$ cat src/design/occ16_pkg.sv
// ----------------------------------------------------------------------------
// occ16_pkg: shared types and constants for the ones' complement checksum
// Widths, register map and the input beat structure used by every module.
// ----------------------------------------------------------------------------
`default_nettype none

package occ16_pkg;

  localparam int unsigned SumW   = 16;
  localparam int unsigned ByteW  = 8;
  localparam int unsigned DataW  = 32;
  localparam int unsigned AddrW  = 3;

  // Register index decoded from paddr[AddrW-1:2]
  localparam logic [AddrW-3:0] RegInvertIdx = 1'b0;

  localparam logic InvertReset = 1'b1;

  typedef logic [SumW-1:0]  sum_t;
  typedef logic [ByteW-1:0] byte_t;

  // One accepted input beat
  typedef struct packed {
    byte_t data_byte;
    logic  first_byte;
    sum_t  seed_sum;
    logic  start_odd;
    logic  last_byte;
  } beat_t;

  // Ones' complement add of a 16-bit sum and a 16-bit addend, end-around carry folded
  function automatic sum_t fold_add(sum_t a, sum_t b);
    logic [SumW:0] raw;
    logic [SumW:0] folded;
    raw    = {1'b0, a} + {1'b0, b};
    folded = {1'b0, raw[SumW-1:0]} + {{SumW{1'b0}}, raw[SumW]};
    return folded[SumW-1:0];
  endfunction

endpackage

`default_nettype wire

$ cat src/design/occ16_regs.sv
// ----------------------------------------------------------------------------
// occ16_regs: configuration register file
// APB-style slave holding the invert_result control bit.
// ----------------------------------------------------------------------------
`default_nettype none

module occ16_regs (
  input  wire logic                        clk_i,
  input  wire logic                        rst_ni,
  input  wire logic                        psel,
  input  wire logic                        penable,
  input  wire logic                        pwrite,
  input  wire logic [occ16_pkg::AddrW-1:0] paddr,
  input  wire logic [occ16_pkg::DataW-1:0] pwdata,
  output logic      [occ16_pkg::DataW-1:0] prdata,
  output logic                             pready,
  output logic                             invert_o
);
  import occ16_pkg::*;

  logic invert_q, invert_d;
  logic wr_en;
  logic sel_invert;

  assign sel_invert = (paddr[AddrW-1:2] == RegInvertIdx);
  assign wr_en      = psel & penable & pwrite;

  always_comb begin
    invert_d = invert_q;
    if (wr_en && sel_invert) begin
      invert_d = pwdata[0];
    end
  end

  always_ff @(posedge clk_i or negedge rst_ni) begin
    if (!rst_ni) begin
      invert_q <= InvertReset;
    end else begin
      invert_q <= invert_d;
    end
  end

  // Unmapped addresses read as zero
  assign prdata   = sel_invert ? {{(DataW-1){1'b0}}, invert_q} : '0;
  assign pready   = 1'b1;
  assign invert_o = invert_q;

endmodule

`default_nettype wire

$ cat src/design/occ16_sum.sv
// ----------------------------------------------------------------------------
// occ16_sum: running ones' complement accumulator
// Holds the running sum and position parity; adds one byte per step.
// ----------------------------------------------------------------------------
`default_nettype none

module occ16_sum (
  input  wire logic             clk_i,
  input  wire logic             rst_ni,
  input  wire logic             step_i,
  input  wire occ16_pkg::beat_t beat_i,
  input  wire logic             invert_i,
  output occ16_pkg::sum_t       result_o
);
  import occ16_pkg::*;

  sum_t sum_q, sum_d;
  logic odd_q, odd_d;
  sum_t base;
  logic odd_cur;
  sum_t addend;
  sum_t next_sum;

  // A first beat reloads seed and parity before its byte is added
  assign base    = beat_i.first_byte ? beat_i.seed_sum  : sum_q;
  assign odd_cur = beat_i.first_byte ? beat_i.start_odd : odd_q;

  // Even position is the high half of the word, odd is the low half
  assign addend   = odd_cur ? {{(SumW-ByteW){1'b0}}, beat_i.data_byte}
                            : {beat_i.data_byte, {(SumW-ByteW){1'b0}}};
  assign next_sum = fold_add(base, addend);

  always_comb begin
    sum_d = sum_q;
    odd_d = odd_q;
    if (step_i) begin
      sum_d = next_sum;
      odd_d = ~odd_cur;
    end
  end

  always_ff @(posedge clk_i or negedge rst_ni) begin
    if (!rst_ni) begin
      sum_q <= '0;
      odd_q <= 1'b0;
    end else begin
      sum_q <= sum_d;
      odd_q <= odd_d;
    end
  end

  assign result_o = invert_i ? ~next_sum : next_sum;

endmodule

`default_nettype wire

$ cat src/design/ones_complement_checksum16_top.sv
// ----------------------------------------------------------------------------
// ones_complement_checksum16_top: streaming Internet checksum
// Byte-stream 16-bit ones' complement sum with APB control of inversion.
// ----------------------------------------------------------------------------
// Each input beat carries one byte of the stream in network order. A beat
// with first_byte set loads seed_sum and the start parity (start_odd) before
// its byte is added; a byte at an even position lands in the high half of
// the 16-bit word, an odd one in the low half, and the end-around carry is
// folded at once. A beat with last_byte set produces one output beat with
// the folded sum, inverted when invert_result (register 0, byte address 0,
// reset 1) is set. The running state is kept after a last byte, so a beat
// without first_byte simply continues the sum. Throughput is one byte per
// cycle unless the input register stalls: a beat sits in the input register
// while the single 16-bit add and carry fold run, then the checksum lands
// in the output register, where output valid rises as the last byte leaves
// the input register. The input register keeps accepting while a checksum
// waits in the output register; it stalls only when it holds a last byte,
// the output register is still full and out_ready_i is low. Write
// invert_result only while the block is idle.
// ----------------------------------------------------------------------------
`default_nettype none

module ones_complement_checksum16_top (
  input  wire logic                        clk_i,
  input  wire logic                        rst_ni,
  // Input stream
  input  wire logic                        in_valid_i,
  output logic                             in_ready_o,
  input  wire logic [7:0]                  data_byte_i,
  input  wire logic                        first_byte_i,
  input  wire logic [15:0]                 seed_sum_i,
  input  wire logic                        start_odd_i,
  input  wire logic                        last_byte_i,
  // Result stream
  output logic                             out_valid_o,
  input  wire logic                        out_ready_i,
  output logic [15:0]                      checksum_o,
  // Configuration port
  input  wire logic                        psel,
  input  wire logic                        penable,
  input  wire logic                        pwrite,
  input  wire logic [occ16_pkg::AddrW-1:0] paddr,
  input  wire logic [occ16_pkg::DataW-1:0] pwdata,
  output logic      [occ16_pkg::DataW-1:0] prdata,
  output logic                             pready
);
  import occ16_pkg::*;

  // Input register
  logic  in_vld_q, in_vld_d;
  beat_t beat_q, beat_d;
  // Output register
  logic  out_vld_q, out_vld_d;
  sum_t  csum_q, csum_d;

  logic  invert;
  logic  advance;
  logic  in_take;
  logic  emit;
  sum_t  result;

  occ16_regs u_regs (
    .clk_i    (clk_i),
    .rst_ni   (rst_ni),
    .psel     (psel),
    .penable  (penable),
    .pwrite   (pwrite),
    .paddr    (paddr),
    .pwdata   (pwdata),
    .prdata   (prdata),
    .pready   (pready),
    .invert_o (invert)
  );

  // Advance the held beat unless it is a last byte and the output is blocked
  assign advance = in_vld_q & (~beat_q.last_byte | ~out_vld_q | out_ready_i);
  assign emit    = advance & beat_q.last_byte;

  assign in_ready_o = ~in_vld_q | advance;
  assign in_take    = in_valid_i & in_ready_o;

  occ16_sum u_sum (
    .clk_i    (clk_i),
    .rst_ni   (rst_ni),
    .step_i   (advance),
    .beat_i   (beat_q),
    .invert_i (invert),
    .result_o (result)
  );

  always_comb begin
    in_vld_d = in_vld_q;
    beat_d   = beat_q;
    if (in_take) begin
      in_vld_d = 1'b1;
      beat_d   = '{data_byte:  data_byte_i,
                   first_byte: first_byte_i,
                   seed_sum:   seed_sum_i,
                   start_odd:  start_odd_i,
                   last_byte:  last_byte_i};
    end else if (advance) begin
      in_vld_d = 1'b0;
    end
  end

  always_comb begin
    out_vld_d = out_vld_q;
    csum_d    = csum_q;
    if (emit) begin
      out_vld_d = 1'b1;
      csum_d    = result;
    end else if (out_ready_i) begin
      // Drop the beat once taken
      out_vld_d = 1'b0;
    end
  end

  always_ff @(posedge clk_i or negedge rst_ni) begin
    if (!rst_ni) begin
      in_vld_q  <= 1'b0;
      out_vld_q <= 1'b0;
    end else begin
      in_vld_q  <= in_vld_d;
      out_vld_q <= out_vld_d;
    end
  end

  // Payload registers, no reset
  always_ff @(posedge clk_i) begin
    beat_q <= beat_d;
    csum_q <= csum_d;
  end

  assign out_valid_o = out_vld_q;
  assign checksum_o  = csum_q;

endmodule

`default_nettype wire
$ cat config.mk
export PLATFORM = sky130hd
export DESIGN_NAME = ones_complement_checksum16_top
export DESIGN_NICKNAME = d
export VERILOG_FILES = /design/src/design/occ16_pkg.sv /design/src/design/occ16_regs.sv /design/src/design/occ16_sum.sv /design/src/design/ones_complement_checksum16_top.sv
export SDC_FILE = /design/constraint.sdc
export NUM_CORES = 1
export LEC_CHECK = 0
export BUFFER_PORTS_ARGS = -buffer_cell sky130_fd_sc_hd__buf_4
export CAP_MARGIN = 40
export CORE_UTILIZATION = 45
export DETAILED_ROUTE_END_ITERATION = 12
export PLACE_DENSITY = 0.72
export SLEW_MARGIN = 0
export SYNTH_ARGS = -nofsm -noshare
export SYNTH_HDL_FRONTEND = slang
export SYNTH_SLANG_ARGS = --single-unit
$ cat constraint.sdc
create_clock -name clk_i -period 6 [get_ports clk_i]
set_input_delay 0.6 -clock clk_i [delete_from_list [all_inputs] [get_ports clk_i]]
set_output_delay 0.6 -clock clk_i [all_outputs]
set_load 0.01 [all_outputs]
=== Yosys cells after proc, flatten, opt, wreduce, memory -nomap -nowiden ===
Index checks and enable logic that the tools add are counted.

* $add $sub $neg: 2
* Mux-type cells: 9
* Bitwise logic cells: 14
* Reduce and logical (&&, ||, !) cells: 3

{| class="wikitable"
|+ Operators with widths
! operator !! count
|-
| $mux W16 || 3
|-
| $add A16 B16 Y17 || 1
|-
| $add A16 B1 Y16 || 1
|-
| $not A16 Y16 || 1
|-
| $mux W1 || 6
|-
| $and A1 B1 Y1 || 5
|-
| $not A1 Y1 || 5
|-
| $reduce_bool A2 Y1 || 2
|-
| $or A1 B1 Y1 || 3
|-
| $logic_and A1 B1 Y1 || 1
|}

* Flip-flop bits (word level): 63

=== Longest topological paths before layout ===
* Depth in word-level cells: 7
* Mapped depth: 18

=== By module ===
Synthesis repeated with hierarchy kept, for this count alone.

* Cells, all modules: 353
* Area, all modules: 3950.0 um^2

{| class="wikitable"
|+ Modules (own cells, without submodules)
! module !! times used !! cells each !! area each (um^2) !! seq. area each (um^2)
|-
| occ16_sum || 1 || 262 || 2248.4 || 425.4
|-
| ones_complement_checksum16_top || 1 || 53 || 1398.8 || 1341.3
|-
| occ16_regs || 1 || 38 || 302.8 || 26.3
|}

=== Least setup slack after synthesis ===
OpenSTA, ideal clock, no wires.

* Path type: register -> register
* From: register beat_q[18] in the netlist's numbering
* To: register csum_q[14], in the netlist checksum_o[14], data pin
* Library setup time: 0.276 ns
* Arrival time: 4.009 ns
* Slack: 1.715 ns
* Stages on the path, launching flop included: 19
* Buffers on the path: 2
* Path through: edfxtp_1 clkbuf_1 buf_1 mux2_2 ha_1 fa_1 a21oi_1 o22ai_2 o211ai_1 a311oi_2 a21oi_1 o21bai_1 ha_1 ha_1 and2_1 nand4b_1 nand3b_1 xor2_1 xnor2_1

* Longest elaborated chain between the ends: 6

{| class="wikitable"
|+ RTL lines
! item !! line !! text
|-
| start, declared || ones_complement_checksum16_top.sv:51 || <nowiki>beat_t beat_q, beat_d;</nowiki>
|-
| start signal, assigned || ones_complement_checksum16_top.sv:130 || <nowiki>beat_q <= beat_d;</nowiki>
|-
| $mux W1 || occ16_sum.sv:26 || <nowiki>assign odd_cur = beat_i.first_byte ? beat_i.start_odd : odd_q;</nowiki>
|-
| $mux W16 || occ16_sum.sv:29 || <nowiki>assign addend = odd_cur ? {{(SumW-ByteW){1'b0}}, beat_i.data_byte}</nowiki>
|-
| $add A16 B16 Y17 * || occ16_pkg.sv:35 || <nowiki>raw = {1'b0, a} + {1'b0, b};</nowiki>
|-
| $add A16 B1 Y16 * || occ16_pkg.sv:36 || <nowiki>folded = {1'b0, raw[SumW-1:0]} + {{SumW{1'b0}}, raw[SumW]};</nowiki>
|-
| $not A16 Y16 || occ16_sum.sv:52 || <nowiki>assign result_o = invert_i ? ~next_sum : next_sum;</nowiki>
|-
| $mux W16 * || occ16_sum.sv:52 ||
|-
| via result[14] || ones_complement_checksum16_top.sv:60 || <nowiki>sum_t result;</nowiki>
|-
| end signal, assigned || ones_complement_checksum16_top.sv:131 || <nowiki>csum_q <= csum_d;</nowiki>
|-
| end, declared || ones_complement_checksum16_top.sv:54 || <nowiki>sum_t csum_q, csum_d;</nowiki>
|}

The timed path passes the listed nets; every way through them passes the cells marked *.
A chain may end at the register's enable or synchronous reset.

=== Worst setup path after layout ===
Same ends and word-level chain as after synthesis.

==> flow_metrics.env <==
export IMPL_outcome="completed"
export IMPL_share_comb_of_total_power=0.433
export IMPL_crit_path_end_kind="flip-flop"
export IMPL_drive_above_1_share=0.2818
export IMPL_finalHoldViolations=0
export IMPL_cap_violations=0
export IMPL_die_height_um=95.07
export IMPL_switching_share=0.3556
export IMPL_io_pins=120
export IMPL_cp_start_kind="flip-flop"
export IMPL_tightestPinTransition_ns=0.8660
export IMPL_area_growth_syn_to_layout_pct=15.76
export IMPL_dp_hpwl_um=5634
export IMPL_htree_levels=3
export IMPL_nets=484
export IMPL_drtPass1Iterations=4
export IMPL_grt_antenna_before_repair=0
export IMPL_die_x_um=95.07
export IMPL_wirelength_um=7313
export IMPL_clk_pin_slew_ns=0.07
export IMPL_arrival_ns=4.61
export IMPL_synth_cell_types=59
export IMPL_ir_drop_mv=0.1359
export IMPL_setup_violations=0
export IMPL_ctsHoldBuffers=0
export IMPL_cts_buffer_depth=2
export IMPL_dpl_cell_count=490
export IMPL_num_rows=33
export IMPL_cts_sinks=63
export IMPL_synth_area_leaders="edfxtp_1, dfrtp_1, mux2_2, buf_4, ha_1"
export IMPL_synth_cells=338
export IMPL_required_ns=6.08
export IMPL_fin_cells=506
export IMPL_critPathKind="reg -> reg"
export IMPL_skew_ns=0.009396
export IMPL_cts_resized=0
export IMPL_grt_pass1_wl_um=11940
export IMPL_pwr_density_cell_mw_per_mm2=411.1
export IMPL_clkLatencyLatePin_ns=0.34
export IMPL_cts_tree="built"
export IMPL_wl_per_cell_um=14.45
export IMPL_rr_endpoint="checksum_o[14]$_DFFE_PP_"
export IMPL_grt_pass1_vias=2399
export IMPL_drt_initial_drc_count=134
export IMPL_power_switching_w=0.0006597
export IMPL_setup_tns_ns=0
export IMPL_synth_top_cell_area_share=0.3313
export IMPL_synth_avg_cell_area_um2=11.53
export IMPL_cts_setup_buffers=0
export IMPL_post_route_min_period_ns=4.534
export IMPL_drc_errors=0
export IMPL_cts_buffers_inserted=9
export IMPL_yosys_area_top_type="edfxtp_1"
export IMPL_min_period_over_period=0.7556
export IMPL_portBuffers=54
export IMPL_hold_class="in -> async"
export IMPL_root_buffer="clkbuf_8"
export IMPL_final_antenna_net_count=0
export IMPL_yosysWarnings=0
export IMPL_track_usage=0.1787
export IMPL_place_congestion=0.8687
export IMPL_grt_max_degree=29
export IMPL_vias_per_cell=5.115
export IMPL_synth_enable_flop_cells=43
export IMPL_ys_ff_latch=63
export IMPL_yosysSeqAreaShare=0.4600
export IMPL_report_final_slew_viol_count=0
export IMPL_synthArstFlopShare=0.3175
export IMPL_max_freq_ghz=0.2206
export IMPL_core_mm2=0.008299
export IMPL_r2r_cells=19
export IMPL_grt_overflow_total=0
export IMPL_clockPowerShare=0.215
export IMPL_leakagePower_nw=1.852
export IMPL_diodes=0
export IMPL_syn_area_mm2=0.003897
export IMPL_ys_flop_type="edfxtp_1"
export IMPL_die_area_mm2=0.009037
export IMPL_reg2reg_setup_slack_ns=1.47
export IMPL_rsz0062_at_grt="no"
export IMPL_initial_utilization=0.4696
export IMPL_slew_headroom=0.4213
export IMPL_pwr_share_seq=0.352
export IMPL_internal_power_w=0.001195
export IMPL_vias=2588
export IMPL_rr_startpoint="beat_q[18]$_DFFE_PP_"
export IMPL_critPathMaxFanout=17
==> cells in the mapped netlist, drive strengths merged, types with 5 or more instances <==
cell type	count
nor2	8
nand3	7
dfrtp	19
inv	7
xnor2	18
nor2b	11
o21bai	5
buf	33
a21oi	11
xor2	18
o21ai	16
o211ai	6
nand2	23
clkbuf	7
ha	18
and2	12
and3	5
edfxtp	43
mux2	23
==> worst max-delay path by stage <==
stage               slack, ns  depth (start not counted)                        to                  from
floorplan                1.72                         18  checksum_o[14]$_DFFE_PP_  beat_q[18]$_DFFE_PP_
global placement         1.52                         19  checksum_o[14]$_DFFE_PP_  beat_q[18]$_DFFE_PP_
detailed placement       1.41                         19  checksum_o[14]$_DFFE_PP_  beat_q[18]$_DFFE_PP_
CTS                      1.40                         19  checksum_o[14]$_DFFE_PP_  beat_q[18]$_DFFE_PP_
global route             1.08                         19  checksum_o[14]$_DFFE_PP_  beat_q[18]$_DFFE_PP_
finish                   1.47                         19  checksum_o[14]$_DFFE_PP_  beat_q[18]$_DFFE_PP_
==> state kept, by name, indices dropped and copies added, names as in the netlist <==
register and count:
out_valid_o 1, u_regs.invert_o 1, u_sum.odd_q 1, in_vld_q 1
u_sum.sum_q 16, checksum_o 16, beat_q 27
==> cells by family (layout without fill, tap and decap cells) <==
kind of cell	after synthesis	count (layout)	synth area share
compound gates	57	57	0.1130
xor+xnor	36	36	0.08668
fa+ha+maj	19	19	0.06292
buf+inv	47	80	0.07608
flops	63	63	0.4600
mux	25	25	0.07159
other cells	2	32	0.001927
simple gates	89	89	0.1278
==> metal layers <==
metal,up-vias,global-route usage,share of wire
met2,85,0.2738,0.47
met5,-,0,0
met1,1213,0.2423,0.45
met4,0,0.06944,0.022
met3,14,0.04466,0.062
li1,1276,-,-
==> cell usage in the layout (no fill, tap or decap), types with 2 or more instances in the layout <==
cell type	instances
o21ai_1	3
mux2_2	23
nand2b_1	3
or2_2	2
and2_1	12
and4b_1	2
xnor2_2	2
o211ai_2	2
nor3_1	3
ha_1	18
nor4_1	2
nand3_1	7
xor2_1	17
a211oi_2	2
nor2_1	8
nor2b_1	11
o21bai_1	5
o21a_1	3
clkinvlp_4	2
o211ai_1	4
mux2i_1	2
nand4b_1	3
dfrtp_1	19
a21oi_1	9
inv_1	7
clkinv_2	2
edfxtp_1	43
nand2_1	23
clkbuf_8	9
and3_1	5
o2111ai_1	3
xnor2_1	16
o21ai_0	12
buf_4	57
bufinv_16	2
conb_1	32
==> worst max-delay path: stages, from the launching register on <==
cell and delay, ns:
edfxtp_1 0.32, buf_4 0.27, mux2i_1 0.22, buf_4 0.21, nor2b_1 0.09, ha_1 0.24, fa_1 0.42, a21oi_1 0.23
o22ai_2 0.16, o211ai_1 0.31, a311oi_2 0.19, a21oi_1 0.17, o21bai_1 0.12, ha_1 0.24, ha_1 0.20, and2_1 0.19
nand4b_1 0.19, nand3b_1 0.15, xor2_1 0.25, xnor2_1 0.09
==> through the flow <==
step                setup slack (ns)  utilization  cell area, um^2  hold slack, ns  total power [W]
floorplan                      1.715            -             4010          0.3044         0.001273
global placement               1.522       0.5180             4299          0.4581         0.001434
detailed placement             1.414       0.5180             4299          0.4750         0.001458
CTS                            1.397       0.5436             4512          0.1229         0.001867
global route                   1.084       0.5436             4512          0.1189         0.001998
finish                         1.466       0.5436             4512          0.1261         0.001855
==> power groups by stage <==
stage / Sequential (W) / Clock, W / Combinational (W)
finish: 0.000653 / 0.000399 / 0.000803
global route: 0.000664 / 0.000437 / 0.000898
CTS: 0.000653 / 0.000410 / 0.000803
detailed placement: 0.000659 / 0 / 0.000798
global placement: 0.000658 / 0 / 0.000776
floorplan: 0.000644 / 0 / 0.000629
==> cell type report <==
cell class	instances	area [um^2]
multi-input cells	258	1921
flip-flops and latches	63	1793
clock inverters	6	85.08
clock buffers	10	127.6
inverters	7	26.28
repair buffers	57	427.9
fillers	734	3787
well taps	105	131.4
No activity file was read; power rests on OpenSTA's default activity.
